==> src/hdl/pct_pkg.sv <==
// Shared types and constants for the pairwise coverage tracker.
`timescale 1ns / 1ps

package pct_pkg;

    localparam int KIND_W = 2;
    localparam int ASG_W  = 64;
    localparam int LIT_W  = 8;
    localparam int NF_W   = 7;
    localparam int FEAT_W = 6;
    localparam int CNT_W  = 13;

    localparam logic [KIND_W-1:0] KIND_ADD   = 2'd0;
    localparam logic [KIND_W-1:0] KIND_QUERY = 2'd1;
    localparam logic [KIND_W-1:0] KIND_CLEAR = 2'd2;
    localparam logic [KIND_W-1:0] KIND_RSVD  = 2'd3;

    // Classified command handed from the front end to the back end.
    typedef struct packed {
        logic [KIND_W-1:0] kind;
        logic [ASG_W-1:0]  bits;     // assignment, add items
        logic [NF_W-1:0]   n;        // tracked feature count, clamped
        logic [FEAT_W-1:0] lo;       // lower feature index of a query
        logic [FEAT_W-1:0] hi;       // upper feature index of a query
        logic [1:0]        pidx;     // {polarity lo, polarity hi}
        logic              invalid;  // query literals unusable
    } t_cmd;

endpackage

==> src/hdl/pct_cmd_fifo.sv <==
// Short command queue between front end and back end.
`timescale 1ns / 1ps

module pct_cmd_fifo #(
    parameter int DEPTH = 2
) (
    input  logic          i_clk,
    input  logic          i_rst_n,
    input  logic          i_wr_valid,
    output logic          o_wr_ready,
    input  pct_pkg::t_cmd i_wr_cmd,
    output logic          o_rd_valid,
    input  logic          i_rd_ready,
    output pct_pkg::t_cmd o_rd_cmd
);

    localparam int PW = (DEPTH > 1) ? $clog2(DEPTH) : 1;
    localparam int CW = $clog2(DEPTH + 1);

    pct_pkg::t_cmd r_mem [DEPTH];
    logic [PW-1:0] r_wp, r_rp;
    logic [CW-1:0] r_cnt;
    logic          push, pop;

    assign o_wr_ready = (r_cnt != CW'(DEPTH));
    assign o_rd_valid = (r_cnt != '0);
    assign o_rd_cmd   = r_mem[r_rp];
    assign push       = i_wr_valid && o_wr_ready;
    assign pop        = o_rd_valid && i_rd_ready;

    always_ff @(posedge i_clk) begin
        if (!i_rst_n) begin
            r_wp  <= '0;
            r_rp  <= '0;
            r_cnt <= '0;
        end else begin
            if (push) begin
                r_wp <= (r_wp == PW'(DEPTH - 1)) ? '0 : r_wp + PW'(1);
            end
            if (pop) begin
                r_rp <= (r_rp == PW'(DEPTH - 1)) ? '0 : r_rp + PW'(1);
            end
            if (push && !pop) begin
                r_cnt <= r_cnt + CW'(1);
            end else if (pop && !push) begin
                r_cnt <= r_cnt - CW'(1);
            end
        end
        if (push) begin
            r_mem[r_wp] <= i_wr_cmd;
        end
    end

endmodule

==> config.mk <==
export PLATFORM = sky130hd
export DESIGN_NAME = pct_cmd_fifo
export DESIGN_NICKNAME = d
export VERILOG_FILES = /design/src/hdl/pct_pkg.sv /design/src/hdl/pct_cmd_fifo.sv
export SDC_FILE = /design/constraint.sdc
export NUM_CORES = 1
export LEC_CHECK = 0
export BUFFER_PORTS_ARGS = -buffer_cell sky130_fd_sc_hd__buf_4
export CAP_MARGIN = 40
export CORE_MARGIN = 2
export CORE_UTILIZATION = 47
export CTS_CLUSTER_DIAMETER = 100
export CTS_CLUSTER_SIZE = 12
export DETAILED_ROUTE_END_ITERATION = 8
export HOLD_SLACK_MARGIN = 0.08
export PLACE_DENSITY = 0.79
export SETUP_SLACK_MARGIN = 0.2
export SYNTH_ARGS = -nofsm -noshare
export SYNTH_HDL_FRONTEND = slang
export SYNTH_SLANG_ARGS = --single-unit
==> constraint.sdc <==
create_clock -name i_clk -period 3.4 [get_ports i_clk]
set_input_delay 0.68 -clock i_clk [delete_from_list [all_inputs] [get_ports i_clk]]
set_output_delay 0.68 -clock i_clk [all_outputs]
set_load 0.02 [all_outputs]
==> key figures <==
Route
  – DR pass1 iterations: 4
  – Top Layer Used: met5
  – Met3 Wirelength: about 1.1 mm
  – Final ANT Viol Nets: 0
  – Routed vias: around 3400
  – Via density: ~5.0
  – WL met2: 5.84 mm
  – Total wire length: roughly 12 mm
  – DRC: 0
  – WL met1: 4.50 mm
  – DRT iter0 DRCs: 254
  – Routed WL per cell: 17.2 um

Pwr
  – Psw: 1.93 mW
  – Switching part of the total: 0.283
  – Power density cells: 772 nW/um^2
  – Leak: 3.33 nW
  – Gate power share: 0.285
  – Clock group share of total power: 0.289
  – Max rail drop VDD: slightly below 0.5 mV
  – Reg power frac: 0.426
  – Int Power: 4.90 mW

Critical path
  – FF-to-FF Start: r_cnt[0]
  – Critical path arrival: 1.93 ns
  – Slowest cell on crit path: dfxtp_4
  – Setup Crit Path Kind: register to output port
  – Crit end category: output port
  – Cell chain of the critical path: buf_4 -> mux2_2 -> buf_4
  – CP startpoint kind: register
  – Worst path buffer plus inverter count: 2
  – R2R Path End: r_mem[0][12]
  – CP Data Required Time: 2.72 ns
  – Worst stage delay on the critical path: 0.59 ns
  – Worst-path fanout max: 25
  – Top cell by count, worst path: buf_4
  – R2r setup slk: 1.41 ns
  – Worst-case reg-to-reg path depth: 4
  – CP delay by family, top: flip-flops

Clocking
  – CTS max path bufs: 2
  – Resized cells post-CTS: 0
  – H-tree Lvls: 4
  – Post-CTS setup repair buffer count: 0
  – Worst skew pair latency: 0.42 ns
  – # hold bufs at CTS: 0
  – Num Clock Sinks: 181
  – Reg clk slew, reported paths: 0.07 ns
  – CTS Buf Count: 17
  – Root Driver: clkbuf_16
  – CTS tree: done

Layout
  – Filler cells: 968
  – Layout cell share with drive strength beyond 1: 0.614
  – Final #Nets: 585
  – Layout area overhead: 32.8%
  – N_diodes: 0

Run
  – Max_cap viols: 0

Logic synthesis
  – EDFF count, synth: 176
  – YS warnings: 0
  – Synthesis-stage register bit count: around 180
  – Mapped Area: 6670 sq um
  – Synth Flop Type: edfxtp_1
  – Synth cell types: 21
  – Synthesized Nets: 391
  – Syn avg cell area: 22.4 sq um
  – Async set-or-reset flop fraction in the synthesized netlist: 0
  – Cells after Synth: approximately 300
  – Sequential area share after synthesis: 0.808

Die
  – Die Height: around 120 um
  – Initial Util: 0.480
  – Die W: 123 um
  – Core ar.: between 10000 and 15000 sq um
  – Die Area: 15200 sq um
  – Row count: between 40 and 50
  – IO Pins: approximately 180

Global route
  – Grt ovf: 0
  – Largest net degree at the start of global routing: 73
  – First-pass GRT wire length: roughly 17 mm
  – Vias in the first global route: 3527
  – Initial antenna violation count: 1
  – Total GRT Usage: 0.159

Min path
  – Worst hold path class: input pin to register
  – Hold Crit Depth: 1
  – Hold Crit Start: i_wr_cmd[9]
  – Worst Hold Path EP: r_mem[0][9]

STA
  – Final Cycle Share: 0.769
  – Final count of pins violating max slew: 0
  – Worst-case clock skew: 0.00454 ns
  – RSZ-0062 raised after global routing: false
  – Max Clk Rate: 0.383 GHz
  – Final setup viols: 0
  – Min Tclk post-route: 2.61 ns
  – Slew headroom: 0.535
  – Final hold vios: 0
  – Setup ws final: 0.787 ns
  – Post-route setup TNS: 0 ns
  – Worst-margin pin slew: 0.697 ns

Place
  – I/O Buffers: approximately 180
  – Place WS: around 1.1 ns
  – Final HPWL DP: 7.81 mm
  – GP Congestion: a little over 0.7

Outcome
  – Status: complete, no violations
==> synth_stat cells (2+ instances only) <==
master	n	area share
edfxtp_1	176	0.79
buf_6	4	0.0068
and2_1	4	0.0038
mux2_4	20	0.045
buf_2	6	0.0045
mux2_2	68	0.11
xnor2_1	2	0.0026
dfxtp_1	5	0.015
==> placed cells by master, fill, tap and decap left out <==
cell,instances
clkinvlp_4,2
a21boi_1,1
clkbuf_16,17
nand2b_4,1
o21ai_1,1
inv_6,5
a21boi_0,1
edfxtp_1,176
buf_4,182
dfxtp_1,4
nand3b_1,1
o21ai_0,1
bufinv_16,3
and3_4,1
or2_2,1
or3_1,1
and2_1,4
buf_12,3
xnor2_1,2
mux2_4,20
dfxtp_4,1
clkinv_4,1
clkinv_1,1
xor2_1,1
clkinv_2,4
mux2_2,68
a21bo_2,1
ha_1,1
==> metal layers <==
metal,global-route usage,vias to the layer above
li1,-,1570
met1,0.179,1666
met2,0.252,145
met3,0.0747,26
met4,0.0859,2
met5,0,-
==> stage by stage <==
| step | std cells | utilization | power (mW) | hold WS, ns | area, sq um |
|---|---|---|---|---|---|
| 4_1_cts | 685 | 0.638 | 6.91 | 0.409 | 8860 |
| 5_1_grt | 685 | 0.638 | 7.11 | 0.410 | 8860 |
| 2_1_floorplan | 298 | - | 4.17 | 0.512 | 6670 |
| 6_report | 685 | 0.638 | 6.84 | 0.433 | 8860 |
| 3_3_place_gp | 653 | 0.595 | 4.89 | 0.529 | 8260 |
| 3_5_place_dp | 653 | 0.595 | 4.94 | 0.563 | 8260 |
==> layout make-up <==
type	instances	area, sq um	area share
flip-flops and latches	181	5390	0.608
repair buffers	185	1430	0.161
multi-input cells	106	1210	0.137
clock buffers	17	425	0.0480
well taps	180	225	0.0254
clock inverters	15	176	0.0199
inverters	1	5.00	0.000565
==> worst max path at each step <==
stage | slack (ns) | to | cells after the start | start
after floorplan | 0.48 | r_mem[0][0] | 2 | i_wr_valid
after global placement | 1.14 | r_mem[0][23] | 4 | i_wr_valid
after detailed placement | 1.12 | r_mem[0][85] | 4 | i_wr_valid
after CTS | 0.74 | o_rd_cmd[75] | 3 | register
after global routing | 0.69 | o_rd_cmd[72] | 3 | register
final | 0.79 | o_rd_cmd[72] | 3 | register
==> registers in the layout, indices dropped and copies added, names as in the netlist, named ones only <==
register / cells
r_mem: 176
r_rp: 1
r_wp: 1
r_cnt: 2
==> cells by family after synthesis <==
family,after synthesis,share of synthesized area
and+or+nand+nor,9,0.00976
AOI/OAI and AO/OA,5,0.00525
muxes,88,0.160
xor gates and xnor gates,3,0.00394
buffers and inverters,11,0.0118
adders and majority gates,1,0.00188
DFF,181,0.808
==> power groups by stage <==
stage,registers (mW),logic [mW],clock network [mW]
global placement,2.94,1.95,0
finish,2.91,1.95,1.97
detailed placement,2.96,1.97,0
CTS,2.92,1.98,2.02
global route,2.94,2.07,2.10
floorplan,2.90,1.27,0
No activity file was read; power rests on OpenSTA's default activity.
