$ cat config.mk
export PLATFORM = sky130hd
export DESIGN_NAME = pct_front_flat
export DESIGN_NICKNAME = d
export VERILOG_FILES = /design/src/hdl/pct_pkg.sv /design/src/hdl/pct_if.sv /design/src/hdl/pct_front.sv /design/src/flat_wrapper.sv
export SDC_FILE = /design/constraint.sdc
export NUM_CORES = 1
export LEC_CHECK = 0
export ABC_AREA = 1
export ABC_CLOCK_PERIOD_IN_PS = 7900
export BUFFER_PORTS_ARGS = -buffer_cell sky130_fd_sc_hd__buf_2
export CORE_MARGIN = 5
export CORE_UTILIZATION = 47
export DETAILED_ROUTE_END_ITERATION = 6
export GPL_ROUTABILITY_DRIVEN = 0
export PLACE_DENSITY = 0.8
export SYNTH_ARGS = -nofsm -noshare
export SYNTH_HDL_FRONTEND = slang
export SYNTH_SLANG_ARGS = --single-unit
export TNS_END_PERCENT = 10
$ cat constraint.sdc
create_clock -name i_clk -period 7.9 [get_ports i_clk]
set_clock_uncertainty 0.2 [all_clocks]
set_input_delay 1.58 -clock i_clk [delete_from_list [all_inputs] [get_ports i_clk]]
set_output_delay 1.58 -clock i_clk [all_outputs]
set_load 0.01 [all_outputs]
$ cat src/hdl/pct_pkg.sv
// Shared types and constants for the pairwise coverage tracker.
`timescale 1ns / 1ps

package pct_pkg;

    localparam int KIND_W = 2;
    localparam int ASG_W  = 64;
    localparam int LIT_W  = 8;
    localparam int NF_W   = 7;
    localparam int FEAT_W = 6;
    localparam int CNT_W  = 13;

    localparam logic [KIND_W-1:0] KIND_ADD   = 2'd0;
    localparam logic [KIND_W-1:0] KIND_QUERY = 2'd1;
    localparam logic [KIND_W-1:0] KIND_CLEAR = 2'd2;
    localparam logic [KIND_W-1:0] KIND_RSVD  = 2'd3;

    // Classified command handed from the front end to the back end.
    typedef struct packed {
        logic [KIND_W-1:0] kind;
        logic [ASG_W-1:0]  bits;     // assignment, add items
        logic [NF_W-1:0]   n;        // tracked feature count, clamped
        logic [FEAT_W-1:0] lo;       // lower feature index of a query
        logic [FEAT_W-1:0] hi;       // upper feature index of a query
        logic [1:0]        pidx;     // {polarity lo, polarity hi}
        logic              invalid;  // query literals unusable
    } t_cmd;

endpackage

$ cat src/hdl/pct_if.sv
// Item and result channel interfaces.
`timescale 1ns / 1ps

interface pct_item_if;
    logic              valid;
    logic              ready;
    logic [1:0]        kind;
    logic [63:0]       assignment_bits;
    logic signed [7:0] lit_a;
    logic signed [7:0] lit_b;

    modport source (output valid, kind, assignment_bits, lit_a, lit_b, input ready);
    modport sink   (input valid, kind, assignment_bits, lit_a, lit_b, output ready);
endinterface


$ cat src/hdl/pct_front.sv
// Front end: accepts items, decodes literals and checks query validity.
`timescale 1ns / 1ps

module pct_front (
    input  logic                i_clk,
    input  logic                i_rst_n,
    pct_item_if.sink            i_item,
    input  logic [6:0]          i_num_feat,
    output logic                o_cmd_valid,
    input  logic                i_cmd_ready,
    output pct_pkg::t_cmd       o_cmd
);

    logic          r_valid;
    pct_pkg::t_cmd r_cmd;
    pct_pkg::t_cmd n_cmd;
    logic [7:0]    va, vb, vlo, vhi;
    logic          pa, pb, plo, phi;

    assign i_item.ready = !r_valid || i_cmd_ready;
    assign o_cmd_valid  = r_valid;
    assign o_cmd        = r_cmd;

    always_comb begin
        // magnitude and polarity of each signed literal
        va = i_item.lit_a[7] ? (8'd0 - i_item.lit_a) : i_item.lit_a;
        vb = i_item.lit_b[7] ? (8'd0 - i_item.lit_b) : i_item.lit_b;
        pa = !i_item.lit_a[7];
        pb = !i_item.lit_b[7];
        if (va < vb) begin
            vlo = va; plo = pa; vhi = vb; phi = pb;
        end else begin
            vlo = vb; plo = pb; vhi = va; phi = pa;
        end
        n_cmd.kind    = i_item.kind;
        n_cmd.bits    = i_item.assignment_bits;
        n_cmd.n       = i_num_feat;
        n_cmd.lo      = pct_pkg::FEAT_W'(vlo - 8'd1);
        n_cmd.hi      = pct_pkg::FEAT_W'(vhi - 8'd1);
        n_cmd.pidx    = {plo, phi};
        n_cmd.invalid = (va == 8'd0) || (vb == 8'd0) || (va > {1'b0, i_num_feat})
                     || (vb > {1'b0, i_num_feat}) || (va == vb);
    end

    always_ff @(posedge i_clk) begin
        if (!i_rst_n) begin
            r_valid <= 1'b0;
        end else if (i_item.valid && i_item.ready) begin
            r_valid <= 1'b1;
        end else if (i_cmd_ready) begin
            r_valid <= 1'b0;
        end
        if (i_item.valid && i_item.ready) begin
            r_cmd <= n_cmd;
        end
    end

endmodule

$ cat src/flat_wrapper.sv
// flat-port wrapper written by rule: the top's interface ports become plain ports
module pct_front_flat 
  (i_clk, i_rst_n, i_num_feat, o_cmd_valid, i_cmd_ready, o_cmd, i_item_valid, i_item_kind, i_item_assignment_bits, i_item_lit_a, i_item_lit_b, i_item_ready);
  pct_item_if i_item_i ();
  input  logic i_clk;
  input  logic i_rst_n;
  input  logic [6:0] i_num_feat;
  output logic o_cmd_valid;
  input  logic i_cmd_ready;
  output pct_pkg::t_cmd o_cmd;
  input wire logic [$bits(i_item_i.valid)-1:0] i_item_valid;
  input wire logic [$bits(i_item_i.kind)-1:0] i_item_kind;
  input wire logic [$bits(i_item_i.assignment_bits)-1:0] i_item_assignment_bits;
  input wire logic [$bits(i_item_i.lit_a)-1:0] i_item_lit_a;
  input wire logic [$bits(i_item_i.lit_b)-1:0] i_item_lit_b;
  output wire logic [$bits(i_item_i.ready)-1:0] i_item_ready;
  assign i_item_i.valid = i_item_valid;
  assign i_item_i.kind = i_item_kind;
  assign i_item_i.assignment_bits = i_item_assignment_bits;
  assign i_item_i.lit_a = i_item_lit_a;
  assign i_item_i.lit_b = i_item_lit_b;
  assign i_item_ready = i_item_i.ready;
  pct_front u_core (.i_clk(i_clk), .i_rst_n(i_rst_n), .i_item(i_item_i), .i_num_feat(i_num_feat), .o_cmd_valid(o_cmd_valid), .i_cmd_ready(i_cmd_ready), .o_cmd(o_cmd));
endmodule
==> results.py <==
metrics = {
    "synthesis": {
        "ys.flop_type": "edfxtp_1",
        "synth.avg_cell_area_um2": 12.39,
        "synth_area_leaders": "edfxtp_1 (64%), ha_1 (7.6%), nand2_1 (4.7%)",
        "asyncSetResetFlopFracSynth_pct": 0,
        "synth.yosys.warnings": 0,
        "yosysUniqueCellTypes": 35,
        "synthesis.area_mm2": 0.004138,
        "post-synth-top-area-cell": "edfxtp_1",
        "postSynthRegisterBits": 89,
        "yosys_top_cell_area_share_pct": 63.86,
        "count_of_flip_flops_with_a_built_in_enable_after_synthesis": 88,
        "netlist_instances": 334,
        "synth.yosys.seq_area_share_pct": 64.35,
        "synth_nets": 452,
    },
    "hold_path": {
        "worst_hold_path.num_cells": 2,
        "hold_path_class": "reg -> reg",
    },
    "critical_path": {
        "crit_path_start": "i_item_lit_b[0]",
        "timing.critical_path.mode_cell": "nand2_1",
        "worst-r2r-setup-slack_ns": 5.57,
        "cp_slowest_stage_delay_ns": 0.35,
        "endpoint_kind": "register",
        "crit_type": "in -> reg",
        "cpMaxStageDelayCell": "xor2_1",
        "crit_path_max_fanout": 20,
        "worst_r2r_endpoint": "u_core.o_cmd[2]",
        "timing.critical_path.from_type": "primary input",
        "worst_r2r_path_depth": 2,
        "cp-endpoint": "u_core.o_cmd[7]",
        "timing.critical_path.arrival_ns": 4.27,
        "critical_path.cell_chain": "buf_2 > inv_2 > ha_1 > inv_1 > nor2_1 > nand2_1 > nand2_1 > xor2_1 > inv_1 > ha_1 > inv_1 > nor2_4 > nand3_4 > nand2_4 > nand2_1 > nand2_1 > ha_1 > nand3_1 > xor2_1",
        "reg2reg_from": "u_core.o_cmd_valid",
        "required_ns": 7.80,
    },
    "clocking": {
        "tritoncts.num_buffers": 9,
        "clk-insertion-delay-late_ns": 0.34,
        "cts.root.buffer_cell": "clkbuf_8",
        "h-tree-depth": 3,
        "clock-sinks": 89,
        "post_cts_buffers": 0,
        "cts_buffer_depth": 2,
        "postCtsHoldBufs": 0,
        "clkSlewWorstSetupHoldPaths_ns": 0.08,
        "post_cts.resized_instances": 0,
        "cts_tree": "done",
    },
    "floorplan": {
        "initial_core_util_pct": 47.91,
        "dieWidth_um": 103.8,
        "design.core.area_mm2": 0.008636,
        "ios": 183,
        "fp.dieArea_mm2": 0.01078,
        "std_cell_rows": 34,
        "chipHeight_um": 103.8,
    },
    "sta": {
        "final_period_minus_worst_setup_slack_ns": 4.368,
        "final-max-slew-violation-count": 0,
        "worst_slew_pin_slew_ns": 0.7816,
        "unrepaired_setup_endpoints_after_global_routing": "no",
        "totalNegativeSetupSlack_ns": 0,
        "timing_hold_violations_final": 0,
        "relative_slew_slack_pct": 47.89,
        "fin_crit_sh_pct": 55.29,
        "setup_viol": 0,
        "worst_slack_on_hold_paths_ns": 0.3686,
        "max_freq_mhz": 228.9,
    },
    "power": {
        "power_density_mw_per_mm2": 215.0,
        "vdd_drop_max_v": 0.00008704,
        "leak_pwr_nw": 2.530,
        "total_power_mw": 1.159,
    },
    "grt": {
        "global_route.overflow_total": 0,
        "grt_pass1_vias": 3063,
        "grt_start_max_net_pins": 66,
        "grt.total_usage_pct": 19.81,
        "grt_antenna_before_repair": 0,
        "grt_first_pass_wirelength_um": 16930,
    },
    "place": {
        "io_buffers": 182,
        "dp.final_hpwl_um": 8962,
    },
    "outcome": {
        "run_status": "finished, final reports clean",
    },
    "layout": {
        "mostFrequentLayoutCell": "buf_2",
        "layout.cells.most_common_list": "buf_2 (182), edfxtp_1 (88), nand2_1 (52)",
        "layout-drive-gt1-share_pct": 44.42,
        "final_nets": 642,
        "diodes": 0,
        "area.growth.synth_to_final_pct": 30.27,
        "n_fill_cell": 699,
    },
    "routing": {
        "vias": 3147,
        "antenna_left": 0,
        "postRouteWirelength_um": 10900,
        "route.detailed.wl_per_inst_um": 17.11,
        "drt-pass1-iter-count": 4,
        "initialDrtViolationCount": 172,
        "route.detailed.vias_per_inst": 4.940,
        "drc": 0,
    },
    "flow_run": {
        "maxCapViolCount": 0,
    },
}
==> Yosys cell counts, types with 4 or more instances <==
cell      number
o21ai_0       11
ha_1          25
nor2_4         4
nor2_1         9
o21bai_1       4
a21oi_1        6
inv_2          5
nand3_1       22
nand2_1       52
inv_1         46
nand3_2        6
nand4_1        6
nand2_2       14
edfxtp_1      88
xor2_1         9
==> sequential cells by signal, summed over array words and instances, names as in the netlist <==
| name | cells |
|---|---|
| u_core.o_cmd | 88 |
| u_core.o_cmd_valid | 1 |
==> per-layer routing <==
layer | up-vias | track usage (%) | part of all wire [%]
li1 | 1530 | - | -
met3 | 7 | 6.095 | 8.7
met2 | 132 | 34.65 | 52
met1 | 1478 | 24.01 | 39
met5 | - | 0 | 0
met4 | 0 | 4.440 | 0.63
==> per-stage QoR <==
| step | setup slack (ns) | instances | utilization [%] | instance area, µm² |
|---|---|---|---|---|
| final | 3.532 | 637 | 62.42 | 5390 |
| after global routing | 3.246 | 637 | 62.42 | 5390 |
| after CTS | 3.563 | 637 | 62.42 | 5390 |
| after detailed placement | 3.195 | 621 | 59.82 | 5166 |
| after global placement | 3.262 | 621 | 59.82 | 5166 |
| after floorplan | 1.266 | 334 | - | 4138 |
==> worst max-delay path, delay by kind of cell <==
| family | cells | cell delay, ns |
|---|---|---|
| and+or+nand+nor | 9 | 1.06 |
| buffers and inverters | 5 | 0.47 |
| adders and majority gates | 3 | 0.66 |
| xor gates and xnor gates | 2 | 0.50 |
==> layout make-up <==
cell class	instances	area [µm²]	area share, %
Sequential cell	89	2663	49.40
Timing Repair Buffer	183	918.4	17.04
Clock inverter	7	100.1	1.857
Clock buffer	9	123.9	2.298
Tap cell	108	135.1	2.507
Multi-Input combinational cell	190	1259	23.35
Inverter	51	191.4	3.552
==> kinds of logic (layout without fill, tap and decap cells) <==
family                     after synthesis  in the layout  synth area share (%)
AOI/OAI and AO/OA                       31             31                 4.536
xor gates and xnor gates                10             10                 2.117
adders and majority gates               25             25                 7.560
buffers and inverters                   55            250                 5.504
and+or+nand+nor                        124            124                 15.94
DFF                                     89             89                 64.35
==> report_power, final <==
part / total (mW) / switching [mW] / internal, mW
Sequential: 0.576 / 0.00921 / 0.567
Clock: 0.339 / 0.159 / 0.181
Combinational: 0.243 / 0.153 / 0.0904
Total: 1.16 / 0.321 / 0.838
==> worst min-delay path by stage <==
stage / slack [ns] / to / from
2_1_floorplan: 0.40 / u_core.o_cmd_valid / u_core.o_cmd_valid
3_3_place_gp: 0.33 / u_core.o_cmd_valid / u_core.o_cmd_valid
3_5_place_dp: 0.36 / u_core.o_cmd_valid / u_core.o_cmd_valid
4_1_cts: 0.37 / u_core.o_cmd_valid / u_core.o_cmd_valid
5_1_grt: 0.39 / u_core.o_cmd_valid / u_core.o_cmd_valid
6_report: 0.37 / u_core.o_cmd_valid / u_core.o_cmd_valid
(Power assumes the default switching activity.)
